## src/hw/rtl/ps2mct_pkg.sv

```systemverilog
`default_nettype none
// ----------------------------------------------------------------------------
// ps2mct_pkg
// Shared widths, reset values and codes for the PS/2 mouse cursor tracker.
// ----------------------------------------------------------------------------
package ps2mct_pkg;

    localparam int COORD_BITS_DEF = 12;
    localparam int OUT_COORD_W    = 12;
    localparam int CFG_W          = 12;
    localparam int CFG_IDX_W      = 2;
    localparam int BTN_W          = 3;

    localparam int POS_X_RESET    = 512;
    localparam int POS_Y_RESET    = 384;

    localparam logic [CFG_W-1:0] WIDTH_RESET  = 12'd1024;
    localparam logic [CFG_W-1:0] HEIGHT_RESET = 12'd768;

    localparam logic [CFG_IDX_W-1:0] REG_SCREEN_WIDTH  = 2'd0;
    localparam logic [CFG_IDX_W-1:0] REG_SCREEN_HEIGHT = 2'd1;
    localparam logic [CFG_IDX_W-1:0] REG_GUI_ENABLED   = 2'd2;

    typedef logic [1:0] t_slot;

    localparam t_slot SLOT_HEAD = 2'd0;
    localparam t_slot SLOT_DX   = 2'd1;
    localparam t_slot SLOT_DY   = 2'd2;

endpackage
`default_nettype wire

```

## src/hw/rtl/ps2_mouse_cursor_tracker.sv

```systemverilog
`default_nettype none
// ----------------------------------------------------------------------------
// ps2_mouse_cursor_tracker
// Assembles three-word PS/2 mouse packets and tracks a clamped cursor.
// ----------------------------------------------------------------------------
// Usage:
//   Input channel (i_in_valid / o_in_ready) takes one mouse word per transfer
//   together with the render lock flag. Output channel (o_out_valid /
//   i_out_ready) gives the cursor position, the button state and the two GUI
//   flags for every word that is kept. A packet whose first word is zero is
//   dropped at its third word and the packet slot restarts; that word gives
//   no output.
//   A word passes one input register, then the slot step, the add and the
//   clamp feed the output register. Throughput is one word per cycle while
//   the receiver keeps up, set by the single pass through the add and clamp.
//   When the receiver stalls, the output register holds its word and the
//   input register takes at most one more word before o_in_ready drops.
//   Reset (synchronous, i_rst_n low) sets the slot to the third position,
//   clears the stored packet and buttons, centers the cursor at 512 / 384,
//   and loads width 1024, height 768 and GUI disabled.
//   Configuration writes (i_cfg_we) take effect at once; the user must make
//   them only while no word is in flight: the block does not enforce it.
// ----------------------------------------------------------------------------
module ps2_mouse_cursor_tracker #(
    parameter int COORD_BITS = ps2mct_pkg::COORD_BITS_DEF
) (
    input  wire logic                                i_clk,
    input  wire logic                                i_rst_n,
    input  wire logic                                i_cfg_we,
    input  wire logic [ps2mct_pkg::CFG_IDX_W-1:0]    i_cfg_index,
    input  wire logic [ps2mct_pkg::CFG_W-1:0]        i_cfg_wdata,
    input  wire logic                                i_in_valid,
    output logic                                     o_in_ready,
    input  wire logic [7:0]                          i_rx_byte,
    input  wire logic                                i_render_lock,
    output logic                                     o_out_valid,
    input  wire logic                                i_out_ready,
    output logic [ps2mct_pkg::OUT_COORD_W-1:0]       o_cursor_x,
    output logic [ps2mct_pkg::OUT_COORD_W-1:0]       o_cursor_y,
    output logic                                     o_left_pressed,
    output logic                                     o_right_pressed,
    output logic                                     o_middle_pressed,
    output logic                                     o_screen_dirty,
    output logic                                     o_gui_report
);

    localparam int CB = COORD_BITS;
    localparam int LW = (CB > ps2mct_pkg::CFG_W) ? CB : ps2mct_pkg::CFG_W;

    function automatic logic [CB-1:0] f_clamp(
        input logic signed [CB+1:0] v,
        input logic [CB-1:0]        top
    );
        logic [CB-1:0] res;
        if (v < 0) begin
            res = '0;
        end else if (v[CB:0] > {1'b0, top}) begin
            res = top;
        end else begin
            res = v[CB-1:0];
        end
        return res;
    endfunction

    // configuration
    logic [ps2mct_pkg::CFG_W-1:0] r_width;
    logic [ps2mct_pkg::CFG_W-1:0] r_height;
    logic                         r_gui_en;

    // input register
    logic       r_in_valid;
    logic [7:0] r_rx_byte;
    logic       r_render_lock;

    // tracker state
    ps2mct_pkg::t_slot        r_slot;
    ps2mct_pkg::t_slot        n_slot;
    logic [7:0]               r_pkt0;
    logic [7:0]               n_pkt0;
    logic [7:0]               r_pkt1;
    logic [7:0]               n_pkt1;
    logic [CB-1:0]            r_pos_x;
    logic [CB-1:0]            n_pos_x;
    logic [CB-1:0]            r_pos_y;
    logic [CB-1:0]            n_pos_y;
    logic [ps2mct_pkg::BTN_W-1:0] r_buttons;
    logic [ps2mct_pkg::BTN_W-1:0] n_buttons;

    // output register
    logic                                r_out_valid;
    logic [ps2mct_pkg::OUT_COORD_W-1:0]  r_cursor_x;
    logic [ps2mct_pkg::OUT_COORD_W-1:0]  r_cursor_y;
    logic [ps2mct_pkg::BTN_W-1:0]        r_out_buttons;
    logic                                r_screen_dirty;
    logic                                r_gui_report;

    logic                     s_out_free;
    logic                     s_go;
    logic                     s_keep;
    logic signed [CB+1:0]     s_sum_x;
    logic signed [CB+1:0]     s_sum_y;
    logic [LW-1:0]            s_mask_w;
    logic [LW-1:0]            s_width_w;
    logic [LW-1:0]            s_height_w;
    logic [CB-1:0]            s_top_x;
    logic [CB-1:0]            s_top_y;

    assign s_out_free = !r_out_valid || i_out_ready;
    assign s_go       = r_in_valid && s_out_free;
    assign o_in_ready = !r_in_valid || s_go;

    assign s_mask_w   = LW'({CB{1'b1}});
    assign s_width_w  = LW'(r_width);
    assign s_height_w = LW'(r_height);
    assign s_top_x    = (s_width_w > s_mask_w) ? s_mask_w[CB-1:0] : s_width_w[CB-1:0];
    assign s_top_y    = (s_height_w > s_mask_w) ? s_mask_w[CB-1:0] : s_height_w[CB-1:0];

    assign s_sum_x = $signed({2'b00, r_pos_x}) + $signed({{(CB-6){r_pkt1[7]}}, r_pkt1});
    assign s_sum_y = $signed({2'b00, r_pos_y}) - $signed({{(CB-6){r_rx_byte[7]}}, r_rx_byte});

    always_comb begin
        n_slot    = r_slot;
        n_pkt0    = r_pkt0;
        n_pkt1    = r_pkt1;
        n_pos_x   = r_pos_x;
        n_pos_y   = r_pos_y;
        n_buttons = r_buttons;
        s_keep    = 1'b1;
        case (r_slot)
            ps2mct_pkg::SLOT_DX: begin
                n_pkt1 = r_rx_byte;
                n_slot = ps2mct_pkg::SLOT_DY;
            end
            ps2mct_pkg::SLOT_DY: begin
                n_slot = ps2mct_pkg::SLOT_HEAD;
                if (r_pkt0 == 8'h00) begin
                    s_keep = 1'b0;
                end else begin
                    n_buttons = r_pkt0[ps2mct_pkg::BTN_W-1:0];
                    n_pos_x   = f_clamp(s_sum_x, s_top_x);
                    n_pos_y   = f_clamp(s_sum_y, s_top_y);
                end
            end
            default: begin
                n_pkt0 = r_rx_byte;
                n_slot = ps2mct_pkg::SLOT_DX;
            end
        endcase
    end

    always_ff @(posedge i_clk) begin
        if (!i_rst_n) begin
            r_width  <= ps2mct_pkg::WIDTH_RESET;
            r_height <= ps2mct_pkg::HEIGHT_RESET;
            r_gui_en <= 1'b0;
        end else if (i_cfg_we) begin
            case (i_cfg_index)
                ps2mct_pkg::REG_SCREEN_WIDTH:  r_width  <= i_cfg_wdata;
                ps2mct_pkg::REG_SCREEN_HEIGHT: r_height <= i_cfg_wdata;
                ps2mct_pkg::REG_GUI_ENABLED:   r_gui_en <= i_cfg_wdata[0];
                default: ;
            endcase
        end
    end

    always_ff @(posedge i_clk) begin
        if (!i_rst_n) begin
            r_in_valid <= 1'b0;
        end else if (o_in_ready) begin
            r_in_valid <= i_in_valid;
        end
    end

    always_ff @(posedge i_clk) begin
        if (i_in_valid && o_in_ready) begin
            r_rx_byte     <= i_rx_byte;
            r_render_lock <= i_render_lock;
        end
    end

    always_ff @(posedge i_clk) begin
        if (!i_rst_n) begin
            r_slot    <= ps2mct_pkg::SLOT_DY;
            r_pkt0    <= '0;
            r_pkt1    <= '0;
            r_pos_x   <= CB'(ps2mct_pkg::POS_X_RESET);
            r_pos_y   <= CB'(ps2mct_pkg::POS_Y_RESET);
            r_buttons <= '0;
        end else if (s_go) begin
            r_slot    <= n_slot;
            r_pkt0    <= n_pkt0;
            r_pkt1    <= n_pkt1;
            r_pos_x   <= n_pos_x;
            r_pos_y   <= n_pos_y;
            r_buttons <= n_buttons;
        end
    end

    always_ff @(posedge i_clk) begin
        if (!i_rst_n) begin
            r_out_valid <= 1'b0;
        end else if (s_go && s_keep) begin
            r_out_valid <= 1'b1;
        end else if (i_out_ready) begin
            r_out_valid <= 1'b0;
        end
    end

    always_ff @(posedge i_clk) begin
        if (s_go && s_keep) begin
            r_cursor_x     <= ps2mct_pkg::OUT_COORD_W'(n_pos_x);
            r_cursor_y     <= ps2mct_pkg::OUT_COORD_W'(n_pos_y);
            r_out_buttons  <= n_buttons;
            r_screen_dirty <= !(r_gui_en && r_render_lock);
            r_gui_report   <= r_gui_en;
        end
    end

    assign o_out_valid      = r_out_valid;
    assign o_cursor_x       = r_cursor_x;
    assign o_cursor_y       = r_cursor_y;
    assign o_left_pressed   = r_out_buttons[0];
    assign o_right_pressed  = r_out_buttons[1];
    assign o_middle_pressed = r_out_buttons[2];
    assign o_screen_dirty   = r_screen_dirty;
    assign o_gui_report     = r_gui_report;

`ifndef SYNTHESIS
    a_drop_no_word: assert property (@(posedge i_clk) disable iff (!i_rst_n)
        (s_go && !s_keep) |=> !o_out_valid)
        else $error("dropped packet produced an output word");

    a_head_advance: assert property (@(posedge i_clk) disable iff (!i_rst_n)
        (s_go && r_slot == ps2mct_pkg::SLOT_HEAD) |=> (r_slot == ps2mct_pkg::SLOT_DX))
        else $error("slot did not advance after first packet word");

    a_buttons_hold: assert property (@(posedge i_clk) disable iff (!i_rst_n)
        !(s_go && r_slot == ps2mct_pkg::SLOT_DY) |=> $stable(r_buttons))
        else $error("buttons changed outside packet completion");

    a_slot_range: assert property (@(posedge i_clk) disable iff (!i_rst_n)
        r_slot != 2'd3)
        else $error("packet slot left its range");
`endif

endmodule
`default_nettype wire

```

## config.mk

```make
export PLATFORM = sky130hd
export DESIGN_NAME = ps2_mouse_cursor_tracker
export DESIGN_NICKNAME = d
export VERILOG_FILES = /design/src/hw/rtl/ps2mct_pkg.sv /design/src/hw/rtl/ps2_mouse_cursor_tracker.sv
export SDC_FILE = /design/constraint.sdc
export NUM_CORES = 1
export LEC_CHECK = 0
export ABC_CLOCK_PERIOD_IN_PS = 11950
export BUFFER_PORTS_ARGS = -buffer_cell sky130_fd_sc_hd__buf_2
export CAP_MARGIN = 20
export CORE_UTILIZATION = 55
export CTS_CLUSTER_DIAMETER = 120
export CTS_CLUSTER_SIZE = 14
export DETAILED_ROUTE_END_ITERATION = 8
export PLACE_DENSITY = 0.85
export RECOVER_POWER = 100
export SYNTH_ARGS = -nofsm -noshare
export SYNTH_HDL_FRONTEND = slang
export SYNTH_SLANG_ARGS = --single-unit
```

## constraint.sdc

```tcl
create_clock -name i_clk -period 11.95 [get_ports i_clk]
set_clock_uncertainty 0.15 [all_clocks]
set_input_delay 0.5975 -clock i_clk [delete_from_list [all_inputs] [get_ports i_clk]]
set_output_delay 0.5975 -clock i_clk [all_outputs]
set_load 0.01 [all_outputs]
```

Word-level counts from Yosys, hierarchy flattened. Index checks and enable logic that the tools add are counted.

Register bits after elaboration: 110. Input bits: 28. Output and inout port bits: 31.

Add/subtract/negate cells: 2. $lt $le $gt $ge: 6. Equal/unequal tests: 4. Mux-type cells: 17. Bitwise logic cells: 1. Reduce and logical (&&, ||, !) cells: 18.

Operator list (number): $mux 12 (10); $lt 14x1->1 const B (2); $gt 13x12->1 (2); $gt 12x12->1 const B (2); $add 13x8->14 (1); $sub 13x8->14 (1); $reduce_and 2->1 (5); $logic_not 8->1 (1); $mux 3 (2); $eq 2x1->1 const B (2); $eq 2x2->1 const B (2); $logic_and 1x1->1 (4); $mux 1 (4); $pmux 2 s2 (1); $logic_not 1->1 (3); $logic_not 2->1 (1); $logic_or 1x1->1 (2); $reduce_bool 2->1 (1); $reduce_or 2->1 (1); $not 1->1 (1).

Depth between registers and ports, before layout. Gate-level depths: netlist (run 1).

Depth after elaboration: 7. Gate-level depth with buffers: 19. Gate-level depth less buffers: 18.

Worst setup path after synthesis (run 1). OpenSTA, ideal clock, no wires.

Kind: reg-to-reg. Start point: register r_rx_byte[0]. End point: register r_cursor_y, in the netlist o_cursor_y[11] (data pin). Library setup time: 256 ps. Data arrival time: 3735 ps. Data required time: 11544 ps. Path slack: 7809 ps. Cell stages (with the launch flop): 17. Clock period less this slack: 4141 ps. Cells stage by stage: edfxtp_1 > ha_1 > fa_1 > nor2b_2 > o2111ai_1 > a31oi_1 > a21o_1 > a21oi_1 > xnor2_1 > ha_1 > or3_1 > a221oi_1 > a211oi_1 > or3_1 > buf_2 > mux2_4 > a22o_1.

Cells in the longest elaborated chain, start to end: 6. Elaborated cells on any way between the ends: 7.

Ends and longest elaborated chain: start, declared (RTL line ps2_mouse_cursor_tracker.sv:72) `logic [7:0] r_rx_byte;`; start signal, assigned (RTL line ps2_mouse_cursor_tracker.sv:176) `r_rx_byte <= i_rx_byte;`; $sub 13x8->14 * (RTL line ps2_mouse_cursor_tracker.sv:119) `assign s_sum_y = $signed({2'b00, r_pos_y}) - $signed({{(CB-6){r_rx_byte[7]}}, r_rx_byte});`; $gt 13x12->1 (RTL line ps2_mouse_cursor_tracker.sv:57) `end else if (v[CB:0] > {1'b0, top}) begin`; $mux 12 (RTL line ps2_mouse_cursor_tracker.sv:57); $mux 12 * (RTL line ps2_mouse_cursor_tracker.sv:55) `if (v < 0) begin`; $mux 12 * (RTL line ps2_mouse_cursor_tracker.sv:136) `if (r_pkt0 == 8'h00) begin`; $mux 12 * (RTL line ps2_mouse_cursor_tracker.sv:129) `case (r_slot)`; named net n_pos_y[11] (RTL line ps2_mouse_cursor_tracker.sv:85) `logic [CB-1:0] n_pos_y;`; end signal, assigned (RTL line ps2_mouse_cursor_tracker.sv:212) `r_cursor_y <= ps2mct_pkg::OUT_COORD_W'(n_pos_y);`; end, declared (RTL line ps2_mouse_cursor_tracker.sv:92) `logic [ps2mct_pkg::OUT_COORD_W-1:0] r_cursor_y;`.

Mark *: on every way through the listed nets, which the timed path passes. The rest lies on a longest branch. A chain may end at the register's enable or synchronous reset.

Worst setup path after layout (run 1).
Start point: register r_pos_x[0]. End point: register r_cursor_x, in the netlist o_cursor_x[9] (data pin).

Cells in the longest elaborated chain, start to end: 6. Elaborated cells on any way between the ends: 7.

Ends and longest elaborated chain: start, declared (RTL line ps2_mouse_cursor_tracker.sv:82) `logic [CB-1:0] r_pos_x;`; start signal, assigned (RTL line ps2_mouse_cursor_tracker.sv:186) `r_pos_x <= CB'(ps2mct_pkg::POS_X_RESET);`; start signal, assigned (RTL line ps2_mouse_cursor_tracker.sv:193) `r_pos_x <= n_pos_x;`; $add 13x8->14 * (RTL line ps2_mouse_cursor_tracker.sv:118) `assign s_sum_x = $signed({2'b00, r_pos_x}) + $signed({{(CB-6){r_pkt1[7]}}, r_pkt1});`; $gt 13x12->1 (RTL line ps2_mouse_cursor_tracker.sv:57); $mux 12 (RTL line ps2_mouse_cursor_tracker.sv:57); $mux 12 * (RTL line ps2_mouse_cursor_tracker.sv:55); $mux 12 * (RTL line ps2_mouse_cursor_tracker.sv:136); $mux 12 * (RTL line ps2_mouse_cursor_tracker.sv:129); named net n_pos_x[9] (RTL line ps2_mouse_cursor_tracker.sv:83) `logic [CB-1:0] n_pos_x;`; end signal, assigned (RTL line ps2_mouse_cursor_tracker.sv:211) `r_cursor_x <= ps2mct_pkg::OUT_COORD_W'(n_pos_x);`; end, declared (RTL line ps2_mouse_cursor_tracker.sv:91) `logic [ps2mct_pkg::OUT_COORD_W-1:0] r_cursor_x;`.

Marks and branches as above.

==> summary.md, run 1 <==
| Metric | Value |
|---|---|
| Final hold violations | `0` |
| Delay of the slowest critical-path stage | `0.60 ns` |
| Hold_buf cts | `0` |
| DP Worst Slack | `between 7 and 8 ns` |
| Sequential cell fraction of total power | `a little under three fifths` |
| WL/cell | `~17 um` |
| Cell breakdown of the critical path | `ha_1, inv_1, fa_1, nor2b_1, o2111ai_1, nand4_1, a31o_2, a21oi_1, xnor2_1, ha_1, a2111o_1, a21oi_1, a211o_1, nand2b_1, mux2i_1, clkbuf_1, mux2i_1, o21ai_0` |
| Slowest-stage cell, CP | `sky130_fd_sc_hd__mux2i_1` |
| Via count of the first global-routing pass | `between 4k and 5k` |
| Critical Path Fanout Max | `7` |
| Final count of negative-setup-slack endpoints | `0` |
| Ratio of cells with drive above 1 in the final layout | `7.09%` |
| Antenna diode instance count | `0` |
| Status | `finished, violations left` |
| Total number of clock tree sinks | `110` |
| Number of buffers inserted to repair setup after CTS | `0` |
| Count of flip-flops with a built-in enable after synthesis | `38` |
| Final Hold Slack | `about 0.24 ns` |
| Distinct cell type count of the synthesized netlist | `56` |
| Period minus WS final | `approximately 5 ns` |
| Post-layout instance count excluding filler cells | `~870` |
| Number of standard cells after synthesis | `681` |
| Peak Freq | `about 200 MHz` |
| Switching Fraction | `between 20 and 30%` |
| Maximum number of pins on one net before global-route repair | `56` |
| Most frequent standard cell in the layout excluding fill and tap cells | `sky130_fd_sc_hd__nand2_1` |
| Share of the clock period used by the worst path after layout | `a little over two fifths` |
| Placed instance count | `~860` |
| Max Cap Violations | `2` |
| Root Driver | `sky130_fd_sc_hd__clkbuf_8` |
| CORE AREA | `approximately 11,000 um2` |
| Violations in the final reports | `capacitance limit, slew limit` |
| Detailed-route vias per instance | `about 5.9` |
| Leakage power | `between 2 and 3 nW` |
| Count of unresolved DRC violations after routing | `0` |
| Clock network fraction of design power | `between 20% and 30%` |
| Grt total ovfl | `0` |
| Most frequent cells in the layout | `129 x sky130_fd_sc_hd__nand2_1, 72 x sky130_fd_sc_hd__dfxtp_1, 52 x sky130_fd_sc_hd__ha_1` |
| Aggregate negative setup slack | `0 ns` |
| CTS tree | `yes` |
| Post-synthesis net count | `~760` |
| Core Rows | `38` |
| Start-to-end type of the worst setup path | `register to register` |
| Power spent charging and discharging nets | `about 0.21 mW` |
| Area growth from synthesis to layout | `8.26%` |
| Synth warnings | `0` |
| Port Buf Inserts | `58` |
| Initial cell density of the core | `between 50 and 60%` |
| Net count, final | `810` |
| HPWL Detailed | `between 10 and 15 mm` |
| Int Power | `between 0.5 and 0.6 mW` |
| Prevailing post-synth register cell | `sky130_fd_sc_hd__dfxtp_1` |
| Summed area of non-filler cells in the final layout | `approximately 6700 um2` |
| Die outline area | `11,700 um2` |
| CTS max path bufs | `2` |
| Synth async-reset ratio | `0%` |
| Peak supply drop | `0.0695 mV` |
| Clock latency at the later pin of the worst-skew pair | `roughly 0.38 ns` |
| Clock buffers created by TritonCTS | `9` |
| Worst Hold Class | `primary input to register` |
| Post-cts resize count | `0` |
| Crit start category | `register` |
| First-pass DRT Iterations | `5` |
| Initial antenna violation count | `0` |
| CTS H-tree lvls | `3` |
| Worst-path clk slew | `roughly 0.1 ns` |
| Combinational fraction of design power | `between 15 and 20%` |
| Required time at the endpoint of the critical path | `11.89 ns` |
| Power density over the cells | `between 100 and 150 nW/um2` |
| Wire length reported by the detailed router | `about 15 mm` |
| #FFs+latches synth | `110` |
| Slew at the pin closest to its max-slew limit | `2.00 ns` |
| Initial detailed-routing violation count | `approximately 300` |
| Final critical-path setup slack | `approximately 7 ns` |
| Die Height | `~110 um` |
| Number of routed nets with antenna violations | `0` |
| Type of element capturing the critical path | `register` |
| Mean instance size in the synthesized netlist | `between 9 and 10 um2` |
| First-pass GRT wire length | `around 24 mm` |
| Overall Global Routing Usage | `~27%` |
| Area after DPL | `around 6600 um2` |
| Cell area after technology mapping | `roughly 6200 um2` |
| Setup repair after global routing missed its margin | `false` |
| Data arrival, critical path | `roughly 5 ns` |
| Placer's final routability congestion estimate | `~0.95` |
| Chip Width | `108 um` |
| Final slew viol count | `70` |
| Post-synthesis sequential area ratio | `between 40% and 50%` |
| Number of top-level pins | `59` |
| Worst rel slew slack | `-33.6%` |
| DR vias | `just over 5k` |
==> synthesized netlist by cell type, types with 5 or more instances <==
cell                       number  area [um2]
sky130_fd_sc_hd__nand2_1      129         484
sky130_fd_sc_hd__dfxtp_1       72        1440
sky130_fd_sc_hd__ha_1          52         651
sky130_fd_sc_hd__inv_1         44         165
sky130_fd_sc_hd__a21boi_0      41         308
sky130_fd_sc_hd__edfxtp_1      38        1140
sky130_fd_sc_hd__o21ai_0       38         190
sky130_fd_sc_hd__nor2_1        26        97.6
sky130_fd_sc_hd__mux2i_1       25         250
sky130_fd_sc_hd__clkbuf_1      21        78.8
sky130_fd_sc_hd__nand3_1       21         105
sky130_fd_sc_hd__a21oi_1       19        95.1
sky130_fd_sc_hd__o21ai_1       15        75.1
sky130_fd_sc_hd__xnor2_1       13         114
sky130_fd_sc_hd__a21o_1        11        82.6
sky130_fd_sc_hd__a22o_1        10        87.6
sky130_fd_sc_hd__nand2b_1       9        56.3
sky130_fd_sc_hd__nand4_1        9        56.3
sky130_fd_sc_hd__nor2b_1        7        43.8
sky130_fd_sc_hd__o21a_1         7        52.6
sky130_fd_sc_hd__nor3_1         6        30.0
sky130_fd_sc_hd__o211ai_1       5        37.5
sky130_fd_sc_hd__o31ai_1        5        37.5
sky130_fd_sc_hd__xor2_1         5        43.8
==> registers in the layout (all words and copies together), names as in the netlist, 3 cells and up <==
name,cells
r_out_buttons,3
r_height,12
r_pkt0,8
o_cursor_y,12
r_pos_x,12
r_width,12
r_buttons,3
o_cursor_x,12
r_rx_byte,8
r_pkt1,8
r_pos_y,12
==> metal layers <==
layer / wire [um] / track usage [%] / vias to the layer above
met5: 0 / 0 / -
met4: 697 / 16.8 / 0
met3: 1090 / 3.68 / 55
met2: 6600 / 41.6 / 244
met1: 6760 / 36.7 / 2385
li1: - / - / 2505
==> per-stage QoR <==
step / power, mW / utilization, %
global route: 0.756 / 61.6
global placement: 0.523 / 60.5
floorplan: 0.492 / -
CTS: 0.733 / 62.2
detailed placement: 0.528 / 60.5
finish: 0.728 / 61.6
==> logic make-up after synthesis <==
family                     Yosys count  share of synthesized area [%]
AOI/OAI and AO/OA                  177                           19.4
xor gates and xnor gates            19                           2.81
adders and majority gates           54                           11.1
buffers and inverters               71                           4.60
DFF                                110                           41.7
muxes                               26                           4.28
and+or+nand+nor                    224                           16.1
==> final cells by class <==
class | instances | area [um2]
Fill cell | 909 | 4180
Multi-Input combinational cell | 500 | 3320
Sequential cell | 110 | 2580
Timing Repair Buffer | 63 | 280
Tap cell | 140 | 175
Inverter | 44 | 165
Clock buffer | 10 | 138
Clock inverter | 6 | 45.0
==> worst max-delay path: cells and delay by family (launching register included) <==
family	cells	cell delay (ns)
buf+inv	2	0.58
mux	2	0.90
xor+xnor	1	0.20
compound gates	7	1.21
flops	1	0.37
simple gates	3	0.44
fa+ha+maj	3	0.90
==> power by group through the flow <==
| stage | Combinational (mW) | Sequential [mW] | Clock [mW] |
|---|---|---|---|
| floorplan | 0.0743 | 0.417 | 0 |
| global placement | 0.107 | 0.417 | 0 |
| detailed placement | 0.111 | 0.417 | 0 |
| CTS | 0.111 | 0.409 | 0.214 |
| global route | 0.120 | 0.410 | 0.225 |
| finish | 0.110 | 0.409 | 0.209 |
==> worst paths after layout <==
kind           startpoint             to  slack, ns  cells past startpoint
max            r_pos_x[0]  o_cursor_x[9]       6.90                     18
max reg2reg    r_pos_x[0]  o_cursor_x[9]       6.90                     18
min          i_rx_byte[0]   r_rx_byte[0]       0.24                      1
min reg2reg     r_pkt0[7]      r_pkt0[7]       0.33                      2
Power figures use the tool's default switching activity.
==> inputs of run 2 (changes only) <==
- ABC_CLOCK_PERIOD_IN_PS: 11950 -> 5000
- clock period: 11.95 -> 5 ns (I/O delays scaled with it)
==> summary.md, run 2 (synthesized netlist as in run 1, its figures left out) <==
| Metric | Value |
|---|---|
| Post-cts resize count | `0` |
| Switching Fraction | `27.6%` |
| Status | `finished, violations left` |
| Cell breakdown of the critical path | `ha_1, fa_1, nor2b_2, o2111ai_1, a31oi_1, a21o_1, a21oi_1, xnor2_1, ha_1, or3_1, a221oi_1, a211oi_1, or3_1, buf_4, mux2i_1, o21ai_0` |
| Min-Delay Path Depth | `3` |
| Antenna diode instance count | `0` |
| Root Driver | `sky130_fd_sc_hd__clkbuf_8` |
| Summed area of non-filler cells in the final layout | `6930 um2` |
| Number of fill cells | `926` |
| Most frequent standard cell in the layout excluding fill and tap cells | `sky130_fd_sc_hd__nand2_1` |
| First-pass DRT Iterations | `5` |
| Hold_buf cts | `19` |
| Int Power | `between 1 and 1.5 mW` |
| Final slew viol count | `81` |
| Wire length reported by the detailed router | `around 15 mm` |
| Worst Hold Class | `primary input to register` |
| Core Rows | `38` |
| Via count of the first global-routing pass | `4,993` |
| Period minus WS final | `between 4 and 5 ns` |
| Initial detailed-routing violation count | `roughly 420` |
| Placed instance count | `between 800 and 900` |
| Clock buffers created by TritonCTS | `9` |
| Power density over the cells | `~260 nW/um2` |
| Final hold violations | `0` |
| CTS H-tree lvls | `3` |
| Initial cell density of the core | `~57%` |
| Stages on the worst setup path | `16` |
| Leakage power | `roughly 2.8 nW` |
| Number of top-level pins | `between 50 and 60` |
| Final count of negative-setup-slack endpoints | `0` |
| HPWL Detailed | `11.5 mm` |
| Port Buf Inserts | `58` |
| Net count, final | `roughly 830` |
| Total number of clock tree sinks | `between 100 and 150` |
| Number of routed nets with antenna violations | `0` |
| CTS tree | `yes` |
| Aggregate negative setup slack | `0 ns` |
| Grt total ovfl | `0` |
| CORE AREA | `~11,000 um2` |
| Crit start category | `register` |
| Ratio of cells with drive above 1 in the final layout | `approximately 6.8%` |
| Share of the core filled with cells in the final layout | `a little under two thirds` |
| First-pass GRT wire length | `between 20 and 25 mm` |
| Overall Global Routing Usage | `between 20% and 30%` |
| Setup repair after global routing missed its margin | `false` |
| Start-to-end type of the worst setup path | `register to register` |
| Peak Freq | `approximately 210 MHz` |
| Count of unresolved DRC violations after routing | `0` |
| Chip Width | `108 um` |
| Clock network fraction of design power | `between 30% and 40%` |
| Worst reg-to-reg setup slack | `0.30 ns` |
| DR vias | `5,232` |
| Worst rel slew slack | `-27.8%` |
| Sequential cell fraction of total power | `~55%` |
| Initial antenna violation count | `0` |
| Placer's final routability congestion estimate | `between 0.9 and 1` |
| Crit path buf inv count | `1` |
| Die outline area | `11,700 um2` |
| CTS max path bufs | `2` |
| Required time at the endpoint of the critical path | `4.96 ns` |
| Maximum number of pins on one net before global-route repair | `56` |
| Data arrival, critical path | `about 4.7 ns` |
| Number of buffers inserted to repair setup after CTS | `0` |
| CP delay by family, top | `compound AO/OA/AOI/OAI gates` |
| Slowest-stage cell, CP | `sky130_fd_sc_hd__or3_1` |
| Die Height | `roughly 110 um` |
| Detailed-route vias per instance | `just under 6` |
| Clock latency at the later pin of the worst-skew pair | `0.39 ns` |
| Area used by multi-input combinational logic | `around 3300 um2` |
| Peak supply drop | `roughly 0.16 mV` |
| Share of the clock period used by the worst path after layout | `~94%` |
| Area after DPL | `about 6600 um2` |
| Area growth from synthesis to layout | `11.7%` |
| Combinational fraction of design power | `15.3%` |
| FF+latch area | `2580 um2` |
| Type of element capturing the critical path | `register` |
| Most frequent cells in the layout | `129 x sky130_fd_sc_hd__nand2_1, 72 x sky130_fd_sc_hd__dfxtp_1, 52 x sky130_fd_sc_hd__ha_1` |
| WL/cell | `17.1 um` |
| Critical Path Fanout Max | `7` |
| Worst Reg2Reg Path Length in Cells | `16` |
| Power spent charging and discharging nets | `around 0.49 mW` |
| Slew at the pin closest to its max-slew limit | `around 1.9 ns` |
| Post-layout instance count excluding filler cells | `just under 900` |
| Max Cap Violations | `2` |
| Delay of the slowest critical-path stage | `roughly 0.56 ns` |
| Worst-path clk slew | `around 0.10 ns` |
| Tot Pwr | `between 1.5 and 2 mW` |
| Violations in the final reports | `capacitance limit, slew limit` |
run 2: power groups by stage:
stage                     sequential, mW  clock, mW  combinational, mW
after floorplan                    0.997          0              0.177
after global placement             0.995          0              0.259
after detailed placement           0.996          0              0.267
after CTS                          0.975      0.543              0.279
after global routing               0.980      0.573              0.301
final                              0.977      0.539              0.274
run 2: path summary, 6_finish.rpt:
check / end / start
worst max-delay path: o_cursor_y[9] / r_rx_byte[0]
worst min-delay path: r_width[6] / i_cfg_wdata[6]
worst max register to register: o_cursor_y[9] / r_rx_byte[0]
worst min register to register: r_buttons[1] / r_buttons[1]
run 2: stage by stage:
| stage | hold slack [ns] | setup WS [ns] |
|---|---|---|
| 2_1_floorplan | 0.199 | 0.859 |
| 4_1_cts | 0.000185 | 0.348 |
| 6_report | 0.00138 | 0.297 |
| 3_5_place_dp | 0.279 | 0.378 |
| 5_1_grt | 0.0117 | 0.0238 |
| 3_3_place_gp | 0.277 | 0.550 |
run 2: metal layers:
layer,part of all wire [%],global-route usage (%)
met5,0,0
met3,6.6,3.92
met1,45,36.4
met4,3.2,13.2
met2,45,44.5
run 2: layout make-up:
cell class	instances	area share [%]
flip-flops and latches	110	37.3
clock inverters	4	0.795
clock buffers	12	1.95
multi-input cells	500	48.0
inverters	44	2.38
repair buffers	85	7.01
well taps	140	2.53
run 2: tightest hold or removal path: stages:
cell and delay [ns]:
sky130_fd_sc_hd__buf_2 0.12, sky130_fd_sc_hd__nand2_1 0.06, sky130_fd_sc_hd__a21boi_0 0.06
==> inputs of run 3 (changes only) <==
- ABC_CLOCK_PERIOD_IN_PS: 5000 -> 4400
- clock period: 5 -> 4.4 ns (I/O delays scaled with it)
==> summary.md, run 3 (synthesized netlist as in run 1, its figures left out) <==
| Metric | Value |
|---|---|
| Status | `finished, violations left` |
| Violations in the final reports | `capacitance limit, slew limit` |
| Delay of the slowest critical-path stage | `roughly 0.45 ns` |
| Die outline area | `between 10,000 and 15,000 um2` |
| Area used by multi-input combinational logic | `3430 um2` |
| Final hold violations | `0` |
| Most frequent standard cell in the layout excluding fill and tap cells | `sky130_fd_sc_hd__nand2_1` |
| Core Rows | `38` |
| Summed area of non-filler cells in the final layout | `a little over 7000 um2` |
| Placed instance count | `around 860` |
| Total number of clock tree sinks | `110` |
| DR vias | `about 5.4k` |
| Slowest-stage cell, CP | `sky130_fd_sc_hd__or3_4` |
| Data arrival, critical path | `approximately 4.5 ns` |
| Most frequent cells in the layout | `129 x sky130_fd_sc_hd__nand2_1, 70 x sky130_fd_sc_hd__dfxtp_1, 51 x sky130_fd_sc_hd__ha_1` |
| Most repeated library cell on the critical path | `sky130_fd_sc_hd__ha_1` |
| Crit path buf inv count | `1` |
| Final slew viol count | `56` |
| Chip Width | `between 100 and 150 um` |
| Peak Freq | `about 230 MHz` |
| Ratio of cells with drive above 1 in the final layout | `a little under an eighth` |
| Area after DPL | `between 6000 and 7000 um2` |
| FF+latch area | `approximately 2600 um2` |
| Share of the clock period used by the worst path after layout | `roughly 100%` |
| CP delay by family, top | `compound AO/OA/AOI/OAI gates` |
| Period minus WS final | `approximately 4.3 ns` |
| Via count of the first global-routing pass | `between 5k and 6k` |
| Wire length reported by the detailed router | `16.3 mm` |
| Area growth from synthesis to layout | `15.2%` |
| Cell breakdown of the critical path | `ha_1, fa_2, nor2b_2, o2111ai_1, a31oi_1, a21o_1, a21oi_1, xnor2_1, ha_1, or3_1, a221oi_2, a211oi_2, or3_4, buf_6, mux2i_2, o311ai_1` |
| Post-layout instance count excluding filler cells | `around 910` |
| Share of the core filled with cells in the final layout | `approximately two thirds` |
| Aggregate negative setup slack | `0 ns` |
| CORE AREA | `10,900 um2` |
| Power density over the cells | `288 nW/um2` |
| Start-to-end type of the worst setup path | `register to register` |
| HPWL Detailed | `11.7 mm` |
| Worst Hold Class | `primary input to register` |
| Clock latency at the later pin of the worst-skew pair | `0.39 ns` |
| First-pass GRT wire length | `approximately 26 mm` |
| CTS max path bufs | `2` |
| Type of element capturing the critical path | `register` |
| Port Buf Inserts | `58` |
| Slew at the pin closest to its max-slew limit | `approximately 1.9 ns` |
| Maximum number of pins on one net before global-route repair | `between 50 and 60` |
| Overall Global Routing Usage | `approximately 29%` |
| Initial detailed-routing violation count | `approximately 470` |
| Detailed-route vias per instance | `between 5 and 6` |
| Initial cell density of the core | `between 50% and 60%` |
| Placer's final routability congestion estimate | `about 0.9` |
| Root Driver | `sky130_fd_sc_hd__clkbuf_8` |
| Max Cap Violations | `1` |
| Grt total ovfl | `0` |
| Net count, final | `844` |
| Die Height | `approximately 110 um` |
| WL/cell | `18.0 um` |
| Crit start category | `register` |
| Number of fill cells | `a little under 900` |
| Leakage power | `2.86 nW` |
| Count of unresolved DRC violations after routing | `0` |
| Worst-path clk slew | `about 0.12 ns` |
| Required time at the endpoint of the critical path | `~4.5 ns` |
| First-pass DRT Iterations | `5` |
| CTS tree | `yes` |
| Worst rel slew slack | `-26.5%` |
| Antenna diode instance count | `0` |
| Critical Path Fanout Max | `8` |
| Number of top-level pins | `just under 60` |
| CTS H-tree lvls | `3` |
| Final count of negative-setup-slack endpoints | `0` |
| Initial antenna violation count | `0` |
| Peak supply drop | `just under 0.2 mV` |
| Clock buffers created by TritonCTS | `9` |
| Number of routed nets with antenna violations | `0` |
## run 3: per-layer routing
metal | GRT usage [%] | share of wire (%)
met5 | 0 | 0
met4 | 12.6 | 2.5
met3 | 4.58 | 7.5
met2 | 46.5 | 47
met1 | 38.4 | 43
## run 3: worst paths after layout
path / end / slack [ns] / depth (start not counted) / start
setup reg to reg: r_pos_y[8] / 0.06 / 16 / r_rx_byte[0]
hold / removal: o_out_valid / 0.05 / 3 / i_out_ready
setup / recovery: r_pos_y[8] / 0.06 / 16 / r_rx_byte[0]
hold reg to reg: r_pkt0[4] / 0.33 / 2 / r_pkt0[4]
## run 3: worst min-delay path, stage by stage
cell and delay (ns):
sky130_fd_sc_hd__buf_2 0.07, sky130_fd_sc_hd__nor2b_1 0.07, sky130_fd_sc_hd__o21a_1 0.18
## run 3: power by group
| group | leakage, nW | internal [mW] | total, mW | switching, mW |
|---|---|---|---|---|
| sequential | 0.915 | 1.09 | 1.11 | 0.0221 |
| combinational | 1.85 | 0.136 | 0.344 | 0.208 |
| clock | 0.0967 | 0.220 | 0.601 | 0.382 |
| total | 2.86 | 1.44 | 2.05 | 0.611 |
## run 3: cell type report
cell class	instances	share of cell area [%]
clock buffer	9	1.73
sequential	110	36.2
clock inverter	7	0.893
multi-input combinational	500	48.0
inverter	44	2.31
timing repair buffer	97	8.39
tap	140	2.45
## run 3: stage by stage
stage | total power, mW | setup slack, ns | hold slack [ns]
after floorplan | 1.33 | 0.259 | 0.169
after global placement | 1.43 | 0.163 | 0.247
after detailed placement | 1.44 | -0.0197 | 0.248
after CTS | 2.03 | 0.0315 | 0.0347
after global routing | 2.13 | -0.161 | 0.0732
final | 2.05 | 0.0606 | 0.0453
## run 3: what timing repair did
item / CTS / global route
setup endpoints to repair: 8 / 44
hold endpoints to repair: 34 / 0
resized for setup: 1 / 26
hold buffers: 22 / 0
setup buffers: 0 / 6
pin swaps: 0 / 4
